<file path="config.mk">
export PLATFORM = sky130hd
export DESIGN_NAME = salc_queue
export DESIGN_NICKNAME = d
export VERILOG_FILES = /design/src/design/salc_pkg.sv /design/src/design/salc_queue.sv
export SDC_FILE = /design/constraint.sdc
export NUM_CORES = 1
export LEC_CHECK = 0
export BUFFER_PORTS_ARGS = -buffer_cell sky130_fd_sc_hd__buf_2
export CAP_MARGIN = 20
export CORE_MARGIN = 8
export CORE_UTILIZATION = 45
export DETAILED_ROUTE_END_ITERATION = 10
export PLACE_DENSITY = 0.64
export SYNTH_ARGS = -nofsm -noshare
export SYNTH_HDL_FRONTEND = slang
export SYNTH_SLANG_ARGS = --single-unit
</file>
<file path="constraint.sdc">
create_clock -name clk_i -period 2.7 [get_ports clk_i]
set_input_delay 0.81 -clock clk_i [delete_from_list [all_inputs] [get_ports clk_i]]
set_output_delay 0.81 -clock clk_i [all_outputs]
set_load 0.02 [all_outputs]
</file>
<file path="src/design/salc_pkg.sv">
// Package of the set-associative cache tag controller: sizes, line operation
// and stored way entry types. No dependencies.
`default_nettype none
package salc_pkg;
  localparam int unsigned CACHE_BYTES = 131072;
  localparam int unsigned WAY_SLOTS   = 16;
  localparam int unsigned ADDR_W      = 32;
  localparam int unsigned CACHE_LOG   = $clog2(CACHE_BYTES);
  localparam int unsigned WAY_W       = 4;
  localparam int unsigned RANK_W      = 4;
  localparam int unsigned SET_W       = CACHE_LOG - 2;
  localparam int unsigned ROWS        = CACHE_BYTES / 4;
  localparam int unsigned TAG_W       = ADDR_W - CACHE_LOG + WAY_W;
  localparam int unsigned QDEPTH      = 4;
  localparam int unsigned QPTR_W      = $clog2(QDEPTH);

  // write policy codes
  localparam logic [1:0] POL_WB       = 2'd0;
  localparam logic [1:0] POL_WT_NOALC = 2'd1;

  // configuration register indexes
  localparam logic [1:0] CFG_BURST  = 2'd0;
  localparam logic [1:0] CFG_WAYS   = 2'd1;
  localparam logic [1:0] CFG_POLICY = 2'd2;

  // one line touched by an access
  typedef struct packed {
    logic             is_write;
    logic [SET_W-1:0] set;
    logic [TAG_W-1:0] tag;
    logic             last;
    logic [1:0]       words;
  } line_op_t;

  // one way of a set
  typedef struct packed {
    logic [TAG_W-1:0]  tag;
    logic              valid;
    logic              dirty;
    logic [RANK_W-1:0] rank;
  } way_t;

  typedef way_t [WAY_SLOTS-1:0] set_row_t;

  // result of one touched line
  typedef struct packed {
    logic        last;
    logic [1:0]  memory_word_writes;
    logic [14:0] line_index;
    logic [18:0] victim_tag;
    logic        dirty_writeback;
    logic        allocated;
    logic [3:0]  way_used;
    logic        hit;
  } result_t;
endpackage
`default_nettype wire

</file>
<file path="src/design/salc_queue.sv">
// Short queue of line operations between front and back.
// Depends on salc_pkg.
`default_nettype none
module salc_queue import salc_pkg::*; (
  input  wire logic     clk_i,
  input  wire logic     rst_ni,
  input  wire logic     push_i,
  input  wire line_op_t push_op_i,
  input  wire logic     pop_i,
  output line_op_t      head_o,
  output logic          full_o,
  output logic          empty_o
);
  line_op_t          slot_q [QDEPTH];
  logic [QPTR_W-1:0] wr_q, wr_d, rd_q, rd_d;
  logic [QPTR_W:0]   cnt_q, cnt_d;

  assign full_o  = (cnt_q == (QPTR_W+1)'(QDEPTH));
  assign empty_o = (cnt_q == '0);
  assign head_o  = slot_q[rd_q];

  // pointers and fill count
  always_comb begin
    wr_d  = wr_q;
    rd_d  = rd_q;
    cnt_d = cnt_q;
    if (push_i) wr_d = wr_q + 1'b1;
    if (pop_i) rd_d = rd_q + 1'b1;
    if (push_i && !pop_i) cnt_d = cnt_q + 1'b1;
    else if (pop_i && !push_i) cnt_d = cnt_q - 1'b1;
  end

  always_ff @(posedge clk_i or negedge rst_ni) begin
    if (!rst_ni) begin
      wr_q  <= '0;
      rd_q  <= '0;
      cnt_q <= '0;
    end else begin
      wr_q  <= wr_d;
      rd_q  <= rd_d;
      cnt_q <= cnt_d;
    end
  end

  always_ff @(posedge clk_i) begin
    if (push_i) slot_q[wr_q] <= push_op_i;
  end
endmodule
`default_nettype wire

</file>
* Word level (Yosys, flattened, before mapping) *
Memories as Yosys holds them, arrays and structs flattened.
Cells that the tools add are included.

storage, ports and cells
  register bits = 7
  memory bits (writable) = 152
  input port bits = 42
  output and inout port bits = 40
  logic and storage cells = 19
  memories = 1

cells by class
  $add $sub $neg = 4
  equal/unequal tests = 1
  mux-type cells = 4
  reductions and logical operators = 6

memories
  memory  depth  width  read ports  clocked after memory_dff  write ports  RTL line          RTL
  slot_q  4      38     1           0                         1            salc_queue.sv:14  line_op_t slot_q [QDEPTH];

operators with widths
  cell                   count
  $mux W3                2
  $add A2 B1 Y2 const B  2
  $add A3 B1 Y3 const B  1
  $eq A3 B3 Y1 const B   1
  $logic_not A3 Y1       1
  $sub A3 B1 Y3 const B  1
  $logic_and A1 B1 Y1    2
  $logic_not A1 Y1       2
  $mux W1                2
  $reduce_bool A2 Y1     1

* Longest topological paths before layout *
Gate-level depths: netlist of the first run.

  word-level depth = 4
  gate-level depth with buffers = 7
  mapped depth without buffers = 7

* Least setup slack after synthesis of the first run *
OpenSTA, ideal clock, no wires.

  kind = input to register
  start point = input push_i
  end point = memory slot_q[0][0] (netlist name), enable pin
  setup time = 0.399 ns
  data arrival time = 1.738 ns
  required time = 2.301 ns
  slack = 0.563 ns
  cell stages on the path = 1
  buffers on the path = 0
  cell sequence = and2_1

on the way
  word-level cells in the longest chain between the ends = 2

RTL lines
  element                        RTL line          RTL
  start, declared                salc_queue.sv:7   input wire logic push_i,
  $mux W1                        salc_queue.sv:46  if (push_i) slot_q[wr_q] <= push_op_i;
  $mux W1 (not written as such)  salc_queue.sv:46
  end, declared                  salc_queue.sv:14

Every way passes these cells.

==> flow_metrics.tcl, run 1 <==
set metrics [dict create \
    skew_ps 4.45 \
    post-cts-setup-buffers 0 \
    syn-num-nets 281 \
    grt.total_usage_pct 13.5 \
    portBuffers 81 \
    drv_cap 0 \
    antenna_cells 0 \
    ys_top_cells_by_area "edfxtp_1 (77%), mux4_2 (14%), dfrtp_1 (3.0%)" \
    min_period_over_period_pct 96.3 \
    hold_ws_ps 224 \
    path_class "reg -> out" \
    root_buffer "clkbuf_16" \
    netlist_instances 233 \
    yosysTopAreaCellShare_pct 77.0 \
    clk-insertion-delay-late_ps 410 \
    fp.dieH_um 131 \
    post-place-ws_ps 443 \
    cp_slowest_cell "mux4_2" \
    finalHoldViolCount 0 \
    ff2ff_setup_slack_ps 1040 \
    antenna_found_initial 1 \
    core_area_mm2 0.0130 \
    drc 0 \
    worst_slew_pin_slew_ps 476 \
    ioPinCount 82 \
    synth_compound_area_share_pct 0.0845 \
    power.density_mw_per_mm2 1140 \
    layout.cells.most_common "edfxtp_1" \
    cts_tree "yes" \
    viasPerCell 5.06 \
    place_inst 493 \
    syn_area_per_cell_um2 25.4 \
    synth_mux_area_share_pct 14.6 \
    wl_per_cell_um 20.0 \
    synth-seq-cells 159 \
    synth_top_family_by_area "multiplexers" \
    most-common-layout-cells "edfxtp_1 (152), buf_2 (81), mux4_2 (38)" \
    numClockSinks 159 \
    critPathMaxStageDelay_ps 560 \
    start_util_pct 45.5 \
    cts_hold_buf 0 \
    worst_slack_ps 100 \
    slew_viol_final 0 \
    gr-total-overflow 0 \
    finalPower_w 0.00813 \
    rsz0062_at_grt "false" \
    synth_top_area_cell "edfxtp_1" \
    path_cells "buf_12, mux4_2, buf_2" \
    first_pass_iters 4 \
    grt_pass1_wl_um 16500 \
    cp_max_fo 25 \
    p_int_w 0.00571 \
    min_path_type "in -> async" \
    grt_pass1_vias 2954 \
    fmax_ghz 0.385 \
    synth_cell_types 19 \
    power_frac_seq_pct 41.4 \
    dp_hpwl_um 6560 \
    syn_to_final_growth_pct 20.1 \
    max_slew_margin_pct 68.3 \
    ctsLongestPathBuffers 2 \
    synth-simple-area-share_pct 0.824 \
    setup_viol 0 \
    setup_tns_ps 0 \
    rows 42 \
    wirelength_um 10400 \
    critPathLaunchType "flop" \
    nets 384 \
    grt_start_max_net_pins 26 \
    worstPathArrival_ps 1790 \
    synthAdderAreaFrac_pct 1.39 \
    drtIter0Drc 146 \
    peakVddDrop_uv 576 \
    cts_buffers 17 \
    critPathCaptureType "output pin" \
    clk_pin_slew_worst_paths_ps 60 \
    outcome "finished clean" \
    seq_area_frac_synth_pct 80.0 \
    switching_share_pct 29.8 \
    p_switching_w 0.00243 \
    comb_power_share_pct 30.8 \
    yosys_warnings 0 \
    dieArea_mm2 0.0171 \
    syn_area_mm2 0.00592 \
    finalCriticalPeriod_ps 2600 \
    pwr-share-clk_pct 27.8 \
    die_x_um 131 \
    drive_gt1_share_pct 46.2 \
    worstPathRequired_ps 1890 \
    p_leak_nw 2.49 \
    ant_nets 0 \
    cts-htree-levels 4 \
    routabilityCongestion 0.697 \
    synth_xor_area_share_pct 0.887 \
    final_cells 522 \
    via_count 2641 \
]
critical path: cells and delay by family, from the launching register on:
kind / cells / cell delay, ps
buffers and inverters: 2 / 410
DFF: 1 / 390
muxes: 1 / 560
cell usage after synthesis:
cell and n:
nor3_1 1, mux4_2 38, buf_6 1, buf_4 1, o21ai_0 1, nor3b_1 1
xnor2_1 2, ha_1 5, fa_1 1, nand2_1 2, buf_12 4, dfrtp_1 7
mux2_2 1, nor2_1 1, xor2_1 4, inv_1 4, and2_1 4, buf_2 3
edfxtp_1 152
cell type report:
class	count	area, µm²
clock buffers	19	433
clock inverters	10	123
fillers	1020	5910
inverters	4	15.0
multi-input cells	61	1060
flip-flops and latches	159	4740
well taps	176	220
repair buffers	93	524
logic make-up after synthesis:
family          Yosys count
simple gates              9
mux                      39
xor+xnor                  6
buf+inv                  13
fa+ha+maj                 6
flops                   159
compound gates            1
worst paths after layout:
| check | depth (start not counted) | from | to |
|---|---|---|---|
| worst max-delay path | 3 | rd_q[0] | head_o[8] |
| max in group asynchronous | 1 | rst_ni | rd_q[1] |
| min in group clk_i | 1 | cnt_q[2] | cnt_q[2] |
| worst max register to register | 4 | wr_q[0] | slot_q[0][23] |
| worst min register to register | 1 | cnt_q[2] | cnt_q[2] |
| worst min-delay path | 1 | rst_ni | cnt_q[2] |
timing repair:
action,CTS,global route
gates resized for setup,1,0
hold endpoints to repair,0,0
endpoints found under the setup margin,1,0
metal layers:
| layer | GRT usage, % | vias to the layer above | part of all wire, % |
|---|---|---|---|
| li1 | - | 1182 | - |
| met4 | 5.87 | 2 | 1.4 |
| met2 | 20.0 | 66 | 46 |
| met5 | 0 | - | 0.077 |
| met3 | 5.11 | 18 | 6.7 |
| met1 | 17.4 | 1373 | 45 |
per-stage QoR:
step	utilization (%)	cell area, µm²
after CTS	54.6	7120
after floorplan	-	5920
final	54.6	7120
after global placement	50.3	6560
after detailed placement	50.3	6560
after global routing	54.6	7120
state kept, by name (all words and copies together), names as in the netlist:
register and cells:
wr_q 2, cnt_q 3, rd_q 2, slot_q 152
power groups by stage:
| stage | clock, W | combinational (W) | sequential (W) |
|---|---|---|---|
| after global placement | 0 | 0.00257 | 0.00340 |
| after CTS | 0.00230 | 0.00259 | 0.00338 |
| after floorplan | 0 | 0.00187 | 0.00339 |
| after global routing | 0.00240 | 0.00272 | 0.00342 |
| final | 0.00226 | 0.00251 | 0.00337 |
| after detailed placement | 0 | 0.00258 | 0.00342 |
No activity file was read; power rests on OpenSTA's default activity.
==> run 2, diff against run 1 <==
--- a/config.mk
+++ b/config.mk
@@ -5,12 +5,13 @@
 export SDC_FILE = /design/constraint.sdc
 export NUM_CORES = 1
 export LEC_CHECK = 0
+export ABC_AREA = 1
 export BUFFER_PORTS_ARGS = -buffer_cell sky130_fd_sc_hd__buf_2
-export CAP_MARGIN = 20
 export CORE_MARGIN = 8
 export CORE_UTILIZATION = 45
 export DETAILED_ROUTE_END_ITERATION = 10
-export PLACE_DENSITY = 0.64
+export PLACE_DENSITY = 0.63
+export REMOVE_ABC_BUFFERS = 1
 export SYNTH_ARGS = -nofsm -noshare
 export SYNTH_HDL_FRONTEND = slang
 export SYNTH_SLANG_ARGS = --single-unit
==> run 2 against run 1 <==
  * Global-route usage rose by 0.65 points
  * Clock skew barely moved
  * Maximum frequency fell by 1.2%
  * Flip-flop and latch count did not move
  * Sequential share of layout area fell by 6.2 points
  * Critical endpoint is now head_o[14]
  * Largest cell class unchanged
  * Register-to-register slack improved by 210 ps
  * Via count rose by 43%
  * Worst setup slack got worse by 31 ps
  * Synthesized cell count rose by 110%
  * Die area rose by 9.9%
==> flow_metrics.tcl, run 2 <==
set metrics [dict create \
    outcome "finished clean" \
    fp.dieH_um 137 \
    grt_pass1_wl_um 19600 \
    synth_commonest_cells "edfxtp_1 (152), nand2_1 (127), inv_1 (87)" \
    grt_pass1_vias 3768 \
    comb_power_share_pct 36.7 \
    r2r_cells 4 \
    yosys_warnings 0 \
    via_count 3765 \
    yosysTopAreaCellShare_pct 69.2 \
    finalHoldViolCount 0 \
    nets 624 \
    seq_area_frac_synth_pct 71.9 \
    drtIter0Drc 289 \
    ff2ff_setup_slack_ps 1250 \
    reg.largest.list "slot_q x152, cnt_q x3" \
    cp_max_fo 44 \
    dieArea_mm2 0.0188 \
    most-common-layout-cells "edfxtp_1 (152), nand2_1 (127), inv_1 (83)" \
    worst_slack_ps 69.0 \
    power_frac_seq_pct 37.5 \
    ys_top_cells_by_area "edfxtp_1 (69%), nand2_1 (7.2%), o211ai_2 (5.5%)" \
    rsz0062_at_grt "true" \
    synth-seq-cells 159 \
    drc 0 \
    p_int_w 0.00582 \
    numClockSinks 159 \
    core_area_mm2 0.0144 \
    syn_to_final_growth_pct 19.0 \
    drive_gt1_share_pct 26.8 \
    cts_buffers 17 \
    root_buffer "clkbuf_16" \
    antenna_cells 0 \
    viasPerCell 4.87 \
    first_pass_iters 4 \
    largest_reg_flops 152 \
    post-place-ws_ps 458 \
    fin_util_pct 54.4 \
    slew_viol_final 0 \
    synth-edff-count 152 \
    peakVddDrop_uv 742 \
    max_slew_margin_pct 64.1 \
    synth_top_area_cell "edfxtp_1" \
    drv_cap 0 \
    skew_ps 4.47 \
    clk_pin_slew_worst_paths_ps 60 \
    ioPinCount 82 \
    wl_per_cell_um 16.6 \
    rows 44 \
    power.density_mw_per_mm2 1170 \
    reg2reg_from "wr_q[0]" \
    pwr-share-clk_pct 25.8 \
    layout.cells.most_common "edfxtp_1" \
    grt.total_usage_pct 14.1 \
    die_x_um 137 \
    p_leak_nw 3.22 \
    yosysMostFrequentCell "edfxtp_1" \
    r2r-end "slot_q[3][35]" \
    syn_area_mm2 0.00660 \
    hold_ws_ps 220 \
    dp_hpwl_um 7490 \
    critPathLaunchType "flop" \
    routabilityCongestion 0.686 \
    antenna_found_initial 2 \
    min_period_over_period_pct 97.4 \
    path_class "reg -> out" \
    wirelength_um 12800 \
    top_register "slot_q" \
    portBuffers 81 \
    switching_share_pct 36.8 \
    ant_nets 0 \
    netlist_instances 491 \
    critPathCaptureType "output pin" \
    min_path_type "in -> async" \
    fmax_ghz 0.380 \
    start_util_pct 45.7 \
    worstPathArrival_ps 1820 \
    setup_viol 0 \
    gr-total-overflow 0 \
    synthFlopType "edfxtp_1" \
    finalCriticalPeriod_ps 2630 \
    clk-insertion-delay-late_ps 420 \
    synthArstFlopShare_pct 4.40 \
    cts_tree "yes" \
    ctsLongestPathBuffers 2 \
    cts-htree-levels 4 \
    worstPathRequired_ps 1890 \
    p_switching_w 0.00339 \
    syn_area_per_cell_um2 13.4 \
    worst_slew_pin_slew_ps 538 \
    post-cts-setup-buffers 0 \
    synth_cell_types 20 \
    grt_start_max_net_pins 89 \
]
-- run 2: changes by cell type in the layout (fill, tap and decap cells not counted), moves of 4 or more --
cell / delta
o211ai_2: +29
inv_2: +4
o211ai_1: +47
mux4_2: -38
buf_4: -6
and2_2: -4
clkinv_4: +4
nand2_1: +125
inv_1: +79
-- run 2: what timing repair did --
item | 4_1_cts | 5_1_grt
cloned | 0 | 1
pin swaps | 0 | 1
endpoints found under the setup margin | 2 | 21
resized for setup | 1 | 2
hold buffers | 0 | 0
-- run 2: worst max-delay path, cell delays in order, from the launching register on --
cell and delay [ps]:
dfrtp_4 620, clkbuf_16 340, o211ai_1 140, nand2_1 130
buf_2 170
-- run 2: layout make-up --
| type | count | area, µm² |
|---|---|---|
| fillers | 1198 | 6580 |
| flip-flops and latches | 159 | 4740 |
| multi-input cells | 218 | 1340 |
| repair buffers | 92 | 608 |
| clock buffers | 17 | 425 |
| inverters | 88 | 332 |
| well taps | 184 | 230 |
| clock inverters | 15 | 171 |
-- run 2: stage by stage --
step                      instances  setup TNS (ps)  cell area [µm²]  power (W)
after floorplan                 465          -63370             6410    0.00559
after global placement          740               0             7210    0.00677
after detailed placement        740               0             7210    0.00685
after CTS                       772               0             7810    0.00925
after global routing            773           -27.7             7850    0.00974
final                           773               0             7850    0.00921
-- run 2: worst max-delay path by stage --
stage | startpoint | end | slack [ps]
floorplan | rd_q[0] | head_o[0] | -1630
global placement | rd_q[0] | head_o[26] | 500
detailed placement | rd_q[0] | head_o[8] | 460
CTS | rd_q[0] | head_o[8] | 20
global route | rd_q[0] | head_o[20] | -10
finish | rd_q[0] | head_o[14] | 70
-- run 2: power groups by stage --
| stage | clock network, W | registers, W | logic (W) |
|---|---|---|---|
| after CTS | 0.00243 | 0.00344 | 0.00338 |
| after detailed placement | 0 | 0.00349 | 0.00336 |
| after global routing | 0.00253 | 0.00350 | 0.00371 |
| final | 0.00238 | 0.00345 | 0.00338 |
| after global placement | 0 | 0.00347 | 0.00330 |
| after floorplan | 0 | 0.00371 | 0.00187 |
-- run 2: routing by layer --
layer / vias to the layer above / track usage, % / wire length [µm]
met3: 13 / 5.32 / 831
li1: 1862 / - / -
met2: 88 / 22.5 / 6130
met1: 1798 / 16.8 / 5680
met5: - / 0 / 23
met4: 4 / 5.91 / 134
-- run 2: cell families (layout without fill, tap and decap cells) --
group	after synthesis	in the layout	synth area share, %
flops	159	159	71.9
xor+xnor	4	4	0.531
simple gates	131	131	7.55
fa+ha+maj	6	6	1.25
buf+inv	114	212	7.87
compound gates	77	77	10.9
