==> src/design/salc_pkg.sv <==
// Package of the set-associative cache tag controller: sizes, line operation
// and stored way entry types. No dependencies.
`default_nettype none
package salc_pkg;
  localparam int unsigned CACHE_BYTES = 131072;
  localparam int unsigned WAY_SLOTS   = 16;
  localparam int unsigned ADDR_W      = 32;
  localparam int unsigned CACHE_LOG   = $clog2(CACHE_BYTES);
  localparam int unsigned WAY_W       = 4;
  localparam int unsigned RANK_W      = 4;
  localparam int unsigned SET_W       = CACHE_LOG - 2;
  localparam int unsigned ROWS        = CACHE_BYTES / 4;
  localparam int unsigned TAG_W       = ADDR_W - CACHE_LOG + WAY_W;
  localparam int unsigned QDEPTH      = 4;
  localparam int unsigned QPTR_W      = $clog2(QDEPTH);

  // write policy codes
  localparam logic [1:0] POL_WB       = 2'd0;
  localparam logic [1:0] POL_WT_NOALC = 2'd1;

  // configuration register indexes
  localparam logic [1:0] CFG_BURST  = 2'd0;
  localparam logic [1:0] CFG_WAYS   = 2'd1;
  localparam logic [1:0] CFG_POLICY = 2'd2;

  // one line touched by an access
  typedef struct packed {
    logic             is_write;
    logic [SET_W-1:0] set;
    logic [TAG_W-1:0] tag;
    logic             last;
    logic [1:0]       words;
  } line_op_t;

  // one way of a set
  typedef struct packed {
    logic [TAG_W-1:0]  tag;
    logic              valid;
    logic              dirty;
    logic [RANK_W-1:0] rank;
  } way_t;

  typedef way_t [WAY_SLOTS-1:0] set_row_t;

  // result of one touched line
  typedef struct packed {
    logic        last;
    logic [1:0]  memory_word_writes;
    logic [14:0] line_index;
    logic [18:0] victim_tag;
    logic        dirty_writeback;
    logic        allocated;
    logic [3:0]  way_used;
    logic        hit;
  } result_t;
endpackage
`default_nettype wire

==> src/design/salc_front.sv <==
// Front end: splits an access into one or two line operations (none for
// a zero byte count) and queues them. Depends on salc_pkg.
`default_nettype none
module salc_front import salc_pkg::*; (
  input  wire logic              clk_i,
  input  wire logic              rst_ni,
  input  wire logic              en_i,
  input  wire logic [1:0]        burst_log_i,
  input  wire logic [2:0]        ways_log_i,
  input  wire logic              in_valid_i,
  output logic                   in_ready_o,
  input  wire logic              req_type_i,
  input  wire logic [ADDR_W-1:0] address_i,
  input  wire logic [2:0]        byte_count_i,
  input  wire logic              q_full_i,
  output logic                   push_o,
  output line_op_t               push_op_o
);
  logic        hold_q, sec_q, two_q;
  line_op_t    op_a_q, op_b_q;
  logic [2:0]  bb, wl;
  logic [4:0]  lb;
  logic [ADDR_W-1:0] end_addr, set_mask;
  logic        two;
  logic [3:0]  wsum;
  logic [1:0]  words;
  logic        accept;
  line_op_t    op_a, op_b;

  // address split for the current geometry
  always_comb begin
    bb       = 3'd2 + {1'b0, burst_log_i};
    wl       = (ways_log_i > 3'(WAY_W)) ? 3'(WAY_W) : ways_log_i;
    lb       = 5'(CACHE_LOG) - {2'b0, bb} - {2'b0, wl};
    set_mask = (ADDR_W'(1) << lb) - 1'b1;
    end_addr = address_i + ADDR_W'(byte_count_i) - 1'b1;
    two      = (address_i >> bb) != (end_addr >> bb);
    wsum     = {2'b0, address_i[1:0]} + {1'b0, byte_count_i} - 4'd1;
    words    = wsum[3:2] + 2'd1;
    op_a.is_write = req_type_i;
    op_a.set      = SET_W'((address_i >> bb) & set_mask);
    op_a.tag      = TAG_W'(address_i >> (bb + lb));
    op_a.last     = !two;
    op_a.words    = words;
    op_b.is_write = req_type_i;
    op_b.set      = SET_W'((end_addr >> bb) & set_mask);
    op_b.tag      = TAG_W'(end_addr >> (bb + lb));
    op_b.last     = 1'b1;
    op_b.words    = words;
  end

  assign in_ready_o = en_i && !hold_q;
  assign accept     = in_valid_i && in_ready_o;
  assign push_o     = hold_q && !q_full_i;
  assign push_op_o  = sec_q ? op_b_q : op_a_q;

  // hold the access until all its lines are queued
  always_ff @(posedge clk_i or negedge rst_ni) begin
    if (!rst_ni) begin
      hold_q <= 1'b0;
      sec_q  <= 1'b0;
      two_q  <= 1'b0;
    end else if (accept) begin
      hold_q <= (byte_count_i != 3'd0);
      sec_q  <= 1'b0;
      two_q  <= two;
    end else if (push_o) begin
      if (!sec_q && two_q) begin
        sec_q <= 1'b1;
      end else begin
        hold_q <= 1'b0;
        sec_q  <= 1'b0;
      end
    end
  end

  always_ff @(posedge clk_i) begin
    if (accept) begin
      op_a_q <= op_a;
      op_b_q <= op_b;
    end
  end
endmodule
`default_nettype wire

==> config.mk <==
export PLATFORM = sky130hd
export DESIGN_NAME = salc_front
export DESIGN_NICKNAME = d
export VERILOG_FILES = /design/src/design/salc_pkg.sv /design/src/design/salc_front.sv
export SDC_FILE = /design/constraint.sdc
export NUM_CORES = 1
export LEC_CHECK = 0
export ABC_AREA = 1
export BUFFER_PORTS_ARGS = -buffer_cell sky130_fd_sc_hd__buf_4
export CAP_MARGIN = 5
export CORE_MARGIN = 1.5
export CORE_UTILIZATION = 40
export DETAILED_ROUTE_END_ITERATION = 10
export PLACE_DENSITY = 0.64
export SLEW_MARGIN = 20
export SYNTH_ARGS = -nofsm -noshare
export SYNTH_HDL_FRONTEND = slang
export SYNTH_SLANG_ARGS = --single-unit
==> constraint.sdc <==
create_clock -name clk_i -period 2.9 [get_ports clk_i]
set_input_delay 0.145 -clock clk_i [delete_from_list [all_inputs] [get_ports clk_i]]
set_output_delay 0.145 -clock clk_i [all_outputs]
set_load 0.01 [all_outputs]
== After elaboration in Yosys (flattened, before gate mapping) ==
Index checks and enable logic that the tools add are counted.
Word-level totals
  flip-flop bits (word level): 75
  bits of input ports: 46
  output and inout port bits: 40
  logic and storage cells: 49
Cells by class
  add/subtract/negate cells: 10
  order comparisons: 1
  equal/unequal tests: 2
  shift-type cells: 5
  muxes and demuxes: 8
  bitwise operators: 2
  reduce and logical (&&, ||, !) cells: 11
Operators by type and width (number)
  $shr A32 B3 Y32: 2
  $shr A32 B5 Y19: 2
  $mux W37: 1
  $add A32 B3 Y32: 1
  $ne A32 B32 Y1: 1
  $sub A32 B1 Y32 const B: 1
  $and A15 B15 Y15: 2
  $shl A1 B5 Y15 const A: 1
  $sub A15 B1 Y15 const B: 1
  $mux W1: 6
  $add A3 B5 Y5: 1
  $sub A5 B3 Y5: 1
  $sub A5 B3 Y5 const A: 1
  $add A2 B3 Y4: 1
  $logic_and A1 B1 Y1: 4
  $logic_not A1 Y1: 4
  $sub A4 B1 Y4 const B: 1
  $add A2 B2 Y3 const A: 1
  $gt A3 B3 Y1 const B: 1
  $mux W3: 1
  $reduce_bool A3 Y1: 1
  $add A2 B1 Y2 const B: 1
  $ne A2 B2 Y1 const B: 1
  $reduce_and A2 Y1: 1
  $reduce_bool A2 Y1: 1

== Depth between registers and ports, before layout ==
Gate-level depths: netlist (run 1).
  word-level depth: 6
  depth in mapped cells: 27
  mapped depth without buffers: 27

== Worst setup path after synthesis (run 1) ==
No wires, ideal clock.
  path type: input to register
  from: input port burst_log_i[1]
  to: register op_b_q[10] (netlist name), data pin
  library setup time: 0.268 ns
  arrival: 3.692 ns
  data required time: 2.632 ns
  setup slack: -1.060 ns
  cell stages on the path: 18
  buffers on the path: 4
  path through: clkinv_1 buf_2 clkbuf_1 buf_2 ha_1 inv_1 ha_1 inv_1 fa_1 inv_1 ha_1 inv_1 o21ai_0 xor2_1 clkbuf_1 o21ai_0 o211ai_1 o211ai_1
RTL lines
  from (decl): line salc_front.sv:8  | input wire logic [1:0] burst_log_i,
  to (signal assigned): line salc_front.sv:80  | op_b_q <= op_b;
  to (decl): line salc_front.sv:20  | line_op_t op_a_q, op_b_q;

==> results of run 1 <==
-- repair_timing --
item                                    4_1_cts  5_1_grt
setup buffers                                 9        7
hold buffers                                  2        0
endpoints found under the hold margin         4        0
endpoints found under the setup margin       39       41
gates resized for setup                      77      131
pin swaps                                    35       55
-- stage by stage --
step / hold WS [ns] / power, µW / TNS (ns) / setup slack (ns) / utilization
6_report: 0.1329 / 9762 / 0 / 0.07561 / 0.5782
5_1_grt: 0.1338 / 10510 / -0.1052 / -0.04716 / 0.5782
4_1_cts: 0.1072 / 9466 / 0 / 0.0001632 / 0.5589
3_5_place_dp: -0.04812 / 7981 / -21.30 / -0.7267 / 0.5352
3_3_place_gp: -0.04788 / 7928 / -19.75 / -0.7367 / 0.5352
2_1_floorplan: -0.1506 / 5179 / -11.38 / -0.3090 / -
-- power groups by stage --
stage | sequential (µW) | combinational [µW] | clock (µW)
3_5_place_dp | 1630 | 6360 | 0
5_1_grt | 1620 | 7550 | 1340
2_1_floorplan | 1610 | 3570 | 0
3_3_place_gp | 1620 | 6310 | 0
6_report | 1600 | 6880 | 1280
4_1_cts | 1600 | 6560 | 1310
-- cell families after synthesis --
kind of cell               synth area share
AOI/OAI and AO/OA                    0.1501
adders and majority gates           0.05393
xor gates and xnor gates            0.01002
DFF                                  0.1968
buffers and inverters                0.1279
muxes                              0.002642
and+or+nand+nor                      0.4586
-- cells in the final DEF (no fill, tap or decap), types with 8 or more instances in the layout --
| cell type | n |
|---|---|
| nand3b_1 | 10 |
| nand3_2 | 42 |
| clkbuf_16 | 9 |
| nor2_2 | 10 |
| buf_12 | 8 |
| edfxtp_1 | 72 |
| o21ai_0 | 134 |
| ha_4 | 8 |
| o211ai_1 | 28 |
| nand4_1 | 18 |
| a21oi_1 | 41 |
| buf_4 | 427 |
| nand3_1 | 216 |
| inv_2 | 27 |
| nand2_2 | 51 |
| o21ai_2 | 24 |
| nand2_1 | 740 |
| inv_1 | 248 |
| nand2_4 | 9 |
| buf_6 | 14 |
| o21ai_1 | 47 |
| nor2_1 | 100 |
| ha_1 | 33 |
-- synthesized netlist by cell type (all sizes together), types with 4 or more instances --
library cell,n
o221ai,6
nor3,9
xor2,6
xnor2,7
nor2,114
nand3,264
fa,5
nand4,18
a31oi,8
ha,41
clkbuf,44
or2,9
a21oi,43
nand2,800
o21ai,210
buf,46
nand3b,10
and2,4
inv,280
edfxtp,72
o22ai,8
o211ai,28
-- layout make-up --
class	instances	area [µm²]
Multi-Input combinational cell	1601	8404
Fill cell	2855	11750
Timing Repair Buffer	452	3558
Sequential cell	75	2237
Clock buffer	9	225.2
Inverter	283	1104
Clock inverter	7	106.4
Tap cell	378	473.0
-- routing by layer --
layer  global-route usage  part of all wire
met2               0.5612              0.48
met1               0.3869              0.41
met4               0.1594             0.055
met5                    0                 0
met3              0.03290             0.055
-- worst reg2reg max path, delay by kind of cell (launching register included) --
family	cells	cell delay, ns
and+or+nand+nor	2	0.29
buffers and inverters	2	0.80
DFF	1	0.38
-- flip-flops by register name, summed over array words and instances (netlist names) --
name,cells
two_q,1
sec_q,1
op_a_q,35
hold_q,1
op_b_q,37
-- worst paths after layout --
path	to	slack (ns)	cells past startpoint
setup / recovery	op_b_q[3]$_DFFE_PP_	0.08	25
hold / removal	sec_q$_DFFE_PN0P_	0.13	4
setup reg to reg	op_a_q[7]$_DFFE_PP_	1.05	4
hold reg to reg	hold_q$_DFFE_PN0P_	0.58	2
max in group asynchronous	two_q$_DFFE_PN0P_	2.65	2
min in group asynchronous	sec_q$_DFFE_PN0P_	0.14	2
==> impl_metrics.py, run 1 <==
metrics = {
    "detailed_routing": {
        "antenna_left": 0,
        "drtPass1Iterations": 9,
        "drt-total-wl_mm": 46.64,
        "vias": 14801,
        "wl_per_cell_um": 16.63,
        "drc": 0,
        "first_iter_violations": 1463,
        "via_per_inst": 5.277,
    },
    "critical_path": {
        "r2r-start": "hold_q$_DFFE_PN0P_",
        "crit_arrival_ns": 2.94,
        "path_max_fanout": 4,
        "cp_data_required_time_ns": 3.01,
        "crit_start": "address_i[1]",
        "critPathKind": "in -> reg",
        "critPathSlowestCell": "nand4_1",
        "cp-end-kind": "flip-flop",
        "crit_family": "simple AND/OR/NAND/NOR gates",
        "critPathMaxStageDelay_ns": 0.30,
        "critPathLaunchType": "input port",
        "crit_buf_inv": 8,
    },
    "timing": {
        "fmax_ghz": 0.3541,
        "fin_crit_sh": 0.9739,
        "final-hold-violation-count": 0,
        "period_needed_ns": 2.824,
        "finClkSkew_ns": 0.01220,
        "slew_violations": 0,
        "worst_pin_slew_ns": 0.8299,
        "rsz0062_at_grt": "true",
        "setup_viol": 0,
        "slew_headroom": 0.4425,
    },
    "placed_design": {
        "dp_cells": 2771,
        "detailed_place_hpwl_mm": 38.50,
        "portBuffers": 85,
        "dpl-instance-area_um2": 14910,
        "routabilityCongestion": 1.012,
    },
    "global_route": {
        "grt_pass1_wl_mm": 72.22,
        "grt_remaining_overflow": 0,
        "grt_use_total": 0.3194,
        "antenna_found_initial": 0,
        "grt_pass1_vias": 13733,
        "grt_max_degree": 62,
    },
    "clock_tree": {
        "cts_max_level": 3,
        "cts_buffer_depth": 2,
        "clock_latency_ns": 0.35,
        "numCtsBuffers": 9,
        "cts-root-buf": "clkbuf_16",
        "clkTransAtPathRegs_ns": 0.07,
        "numClockSinks": 75,
        "cts_tree": "done",
    },
    "synth": {
        "yosys-top-cells-area": "nand2_1 26%, edfxtp_1 19%, nand3_1 11%, inv_1 8.7%, o21ai_0 7.5%",
        "yosys.area.top_type_share": 0.2569,
        "synth_top_area_cell": "nand2_1",
        "synth_cells": 2049,
        "syn-num-nets": 2141,
        "synth_edf_count": 72,
        "synth_flop_cell": "edfxtp_1",
        "yosysWarnings": 0,
        "avgSynthCellArea_um2": 5.548,
        "async_flop_share": 0.04000,
        "synthDistinctLibCells": 41,
        "ys_ff_latch": 75,
        "seq_area_frac_synth": 0.1968,
        "synth.cell_area_um2": 11370,
    },
    "outcome": {
        "outcome": "finished, final reports clean",
    },
    "finish": {
        "fin_cells": 2805,
        "antennaDiodeCount": 0,
        "layout-drive-gt1-share": 0.2802,
        "design_area_um2": 16110,
        "nets": 2514,
        "syn_to_final_growth_pct": 41.69,
    },
    "pwr": {
        "seqPwrFrac": 0.164,
        "p_leak_uw": 0.008403,
        "p_clk_frac": 0.131,
        "swShare": 0.4699,
        "p_per_area_nw_per_um2": 606.0,
        "comb_power_share": 0.705,
        "vdd_drop_max_mv": 0.2956,
        "intPower_uw": 5175,
        "power.switching_uw": 4587,
    },
    "die": {
        "initial_utilization": 0.4081,
        "die_w_um": 171.6,
        "die-area_um2": 29440,
        "fp.dieH_um": 171.6,
        "core_region_area_um2": 27860,
        "io-pin-count": 86,
        "num_rows": 61,
    },
    "run": {
        "max_cap_viol_count": 0,
    },
    "worst_hold_path": {
        "hold_start": "q_full_i",
        "worst_hold_path_type": "in -> reg",
    },
}
Note: power is estimated with default switching activity, not from simulation.
==> inputs of run 2 (changes only) <==
==> constraint.sdc (replaced) <==
create_clock -name clk_i -period 2.7 [get_ports clk_i]
set_input_delay 0.135 -clock clk_i [delete_from_list [all_inputs] [get_ports clk_i]]
set_output_delay 0.135 -clock clk_i [all_outputs]
set_load 0.01 [all_outputs]
==> run 2 against run 1 <==
The flow now finishes with violations (setup timing). Count of clock-buffer cells in the layout unchanged. Power is 17% higher. Clock skew is 0.0019 ns higher. Sequential power is 8% higher. Routed wire length is 6.2% higher. Global-route usage rose by 1.4 points. Die area unchanged. Core utilization is 4.5 points higher. Clock power up 9%. Critical path type unchanged. Critical endpoint is now two_q$_DFFE_PN0P_.
==> impl_metrics.py, run 2 (same netlist as run 1, synthesis figures left out) <==
metrics = {
    "critical_path": {
        "path_max_fanout": 3,
        "critPathKind": "in -> reg",
        "cp_data_required_time_ns": 2.95,
        "critPathLaunchType": "input port",
        "crit_arrival_ns": 2.97,
        "cp-end-kind": "flip-flop",
    },
    "die": {
        "io-pin-count": 86,
        "core_region_area_um2": 27860,
        "initial_utilization": 0.4081,
        "die-area_um2": 29440,
        "fp.dieH_um": 171.6,
        "num_rows": 61,
        "die_w_um": 171.6,
    },
    "placed_design": {
        "dp_cells": 2799,
        "pre_cts_ws_ns": -0.7267,
        "detailed_place_hpwl_mm": 39.15,
        "portBuffers": 85,
        "routabilityCongestion": 0.9881,
    },
    "finish": {
        "top_regs": "op_b_q x37, op_a_q x35",
        "ff_latch_area_um2": 2237,
        "final_cell_mix": "708 x nand2_1, 459 x buf_4, 238 x inv_1",
        "antennaDiodeCount": 0,
        "final_common_cell": "nand2_1",
        "layout-drive-gt1-share": 0.3443,
        "nets": 2570,
        "nFillCells": 2739,
        "fin_cells": 2861,
        "syn_to_final_growth_pct": 52.63,
        "regMostFlops": "op_b_q",
        "largest_reg_flops": 37,
        "multi_input_area_um2": 8999,
    },
    "outcome": {
        "violations": "setup timing",
        "outcome": "finished, violations left",
    },
    "global_route": {
        "busiest_layer": "met2",
        "grt_use_total": 0.3330,
        "use_met1": 0.3899,
        "antenna_found_initial": 0,
        "grt_remaining_overflow": 0,
        "grt_pass1_vias": 14196,
        "globalRouteMet3Util": 0.03543,
        "grt_max_degree": 58,
        "grt_pass1_wl_mm": 74.78,
        "met2_usage": 0.5862,
    },
    "clock_tree": {
        "numCtsBuffers": 9,
        "cts_max_level": 3,
        "cts-root-buf": "clkbuf_16",
        "cts_tree": "done",
        "cts_buffer_depth": 2,
        "numClockSinks": 75,
        "clock_latency_ns": 0.35,
        "clkTransAtPathRegs_ns": 0.07,
    },
    "detailed_routing": {
        "wl_per_cell_um": 17.31,
        "drc": 0,
        "vias": 15030,
        "antenna_left": 0,
        "first_iter_violations": 1203,
        "drtPass1Iterations": 5,
        "via_per_inst": 5.253,
        "drt-total-wl_mm": 49.53,
    },
    "timing": {
        "fin_ws_ns": -0.01487,
        "period_needed_ns": 2.715,
        "setup_viol": 4,
        "worst_pin_slew_ns": 0.9302,
        "fmax_ghz": 0.3683,
        "slew_headroom": 0.3733,
        "slew_violations": 0,
        "rsz0062_at_grt": "true",
        "finClkSkew_ns": 0.01407,
        "final-hold-violation-count": 0,
        "fin_crit_sh": 1.006,
    },
    "worst_hold_path": {
        "worst_hold_path_type": "in -> reg",
    },
    "pwr": {
        "vdd_drop_max_mv": 0.3532,
        "p_per_area_nw_per_um2": 658.2,
        "p_leak_uw": 0.008927,
        "finalPower_uw": 11420,
    },
    "run": {
        "max_cap_viol_count": 0,
    },
}
-- run 2: cell count changes in the layout (fill, tap and decap cells not counted), sizes merged --
cell,delta
clkbuf,+2
inv,+1
clkinvlp,+2
buf,+51
clkinv,-1
bufbuf,+1
-- run 2: metal layers --
metal | share of wire | vias to the layer above | routed length, µm
met5 | 0 | - | 0
met3 | 0.049 | 145 | 2424
met4 | 0.066 | 0 | 3259
met2 | 0.49 | 484 | 24120
li1 | - | 7492 | -
met1 | 0.40 | 6909 | 19720
-- run 2: repair_timing --
action / CTS / global route
endpoints found under the setup margin: 46 / 48
cloned: 7 / 2
setup buffers: 23 / 13
pin swaps: 47 / 119
endpoints found under the hold margin: 4 / 0
hold buffers: 2 / 0
gates resized for setup: 122 / 265
-- run 2: critical path, cell delays in order --
cell,delay [ns]
buf_8,0.11
inv_6,0.05
ha_4,0.20
inv_4,0.06
ha_4,0.15
inv_4,0.04
fa_2,0.37
inv_2,0.09
nand2_2,0.06
nand2_4,0.10
nand3_4,0.09
nand2_4,0.12
buf_6,0.11
nand2_4,0.06
nand3_4,0.09
nand3_2,0.08
nand3_2,0.12
nand2_1,0.05
inv_1,0.05
nand2_1,0.05
nor2_2,0.13
nand3_2,0.10
nor2_2,0.15
nand2_1,0.08
nor2_2,0.12
nand3_2,0.08
nand2_1,0.07
nand2_1,0.05
-- run 2: layout make-up --
type / instances / area share
multi-input combinational: 1601 / 0.5186
timing repair buffer: 506 / 0.2405
sequential: 75 / 0.1289
inverter: 283 / 0.06490
tap: 378 / 0.02726
clock buffer: 9 / 0.01298
clock inverter: 7 / 0.006057
timing repair inverter: 2 / 0.0007932
-- run 2: through the flow --
step | setup TNS (ns) | area, µm² | util | hold WS [ns]
floorplan | -21.01 | 11600 | - | -0.1606
global placement | -26.28 | 15150 | 0.5437 | -0.05807
detailed placement | -28.39 | 15150 | 0.5437 | -0.05835
CTS | -0.01215 | 16220 | 0.5822 | 0.09830
global route | -3.012 | 17350 | 0.6229 | 0.1212
finish | -0.03374 | 17350 | 0.6229 | 0.1044
-- run 2: path summary, 6_finish.rpt --
kind                                     from              endpoint  slack, ns  cells after the start
setup / recovery                 address_i[1]     two_q$_DFFE_PN0P_      -0.01                     28
setup reg to reg           hold_q$_DFFE_PN0P_  op_a_q[17]$_DFFE_PP_       0.81                      4
max in group asynchronous              rst_ni    hold_q$_DFFE_PN0P_       2.46                      2
hold reg to reg            hold_q$_DFFE_PN0P_    hold_q$_DFFE_PN0P_       0.61                      2
min in group asynchronous              rst_ni     sec_q$_DFFE_PN0P_       0.12                      2
hold / removal                       q_full_i     sec_q$_DFFE_PN0P_       0.10                      4
-- run 2: power by group --
part | leakage [µW] | internal, µW | switching, µW
Combinational | 0.00806 | 3580 | 4720
Clock | 0.000159 | 827 | 566
Sequential | 0.000708 | 1660 | 69.3
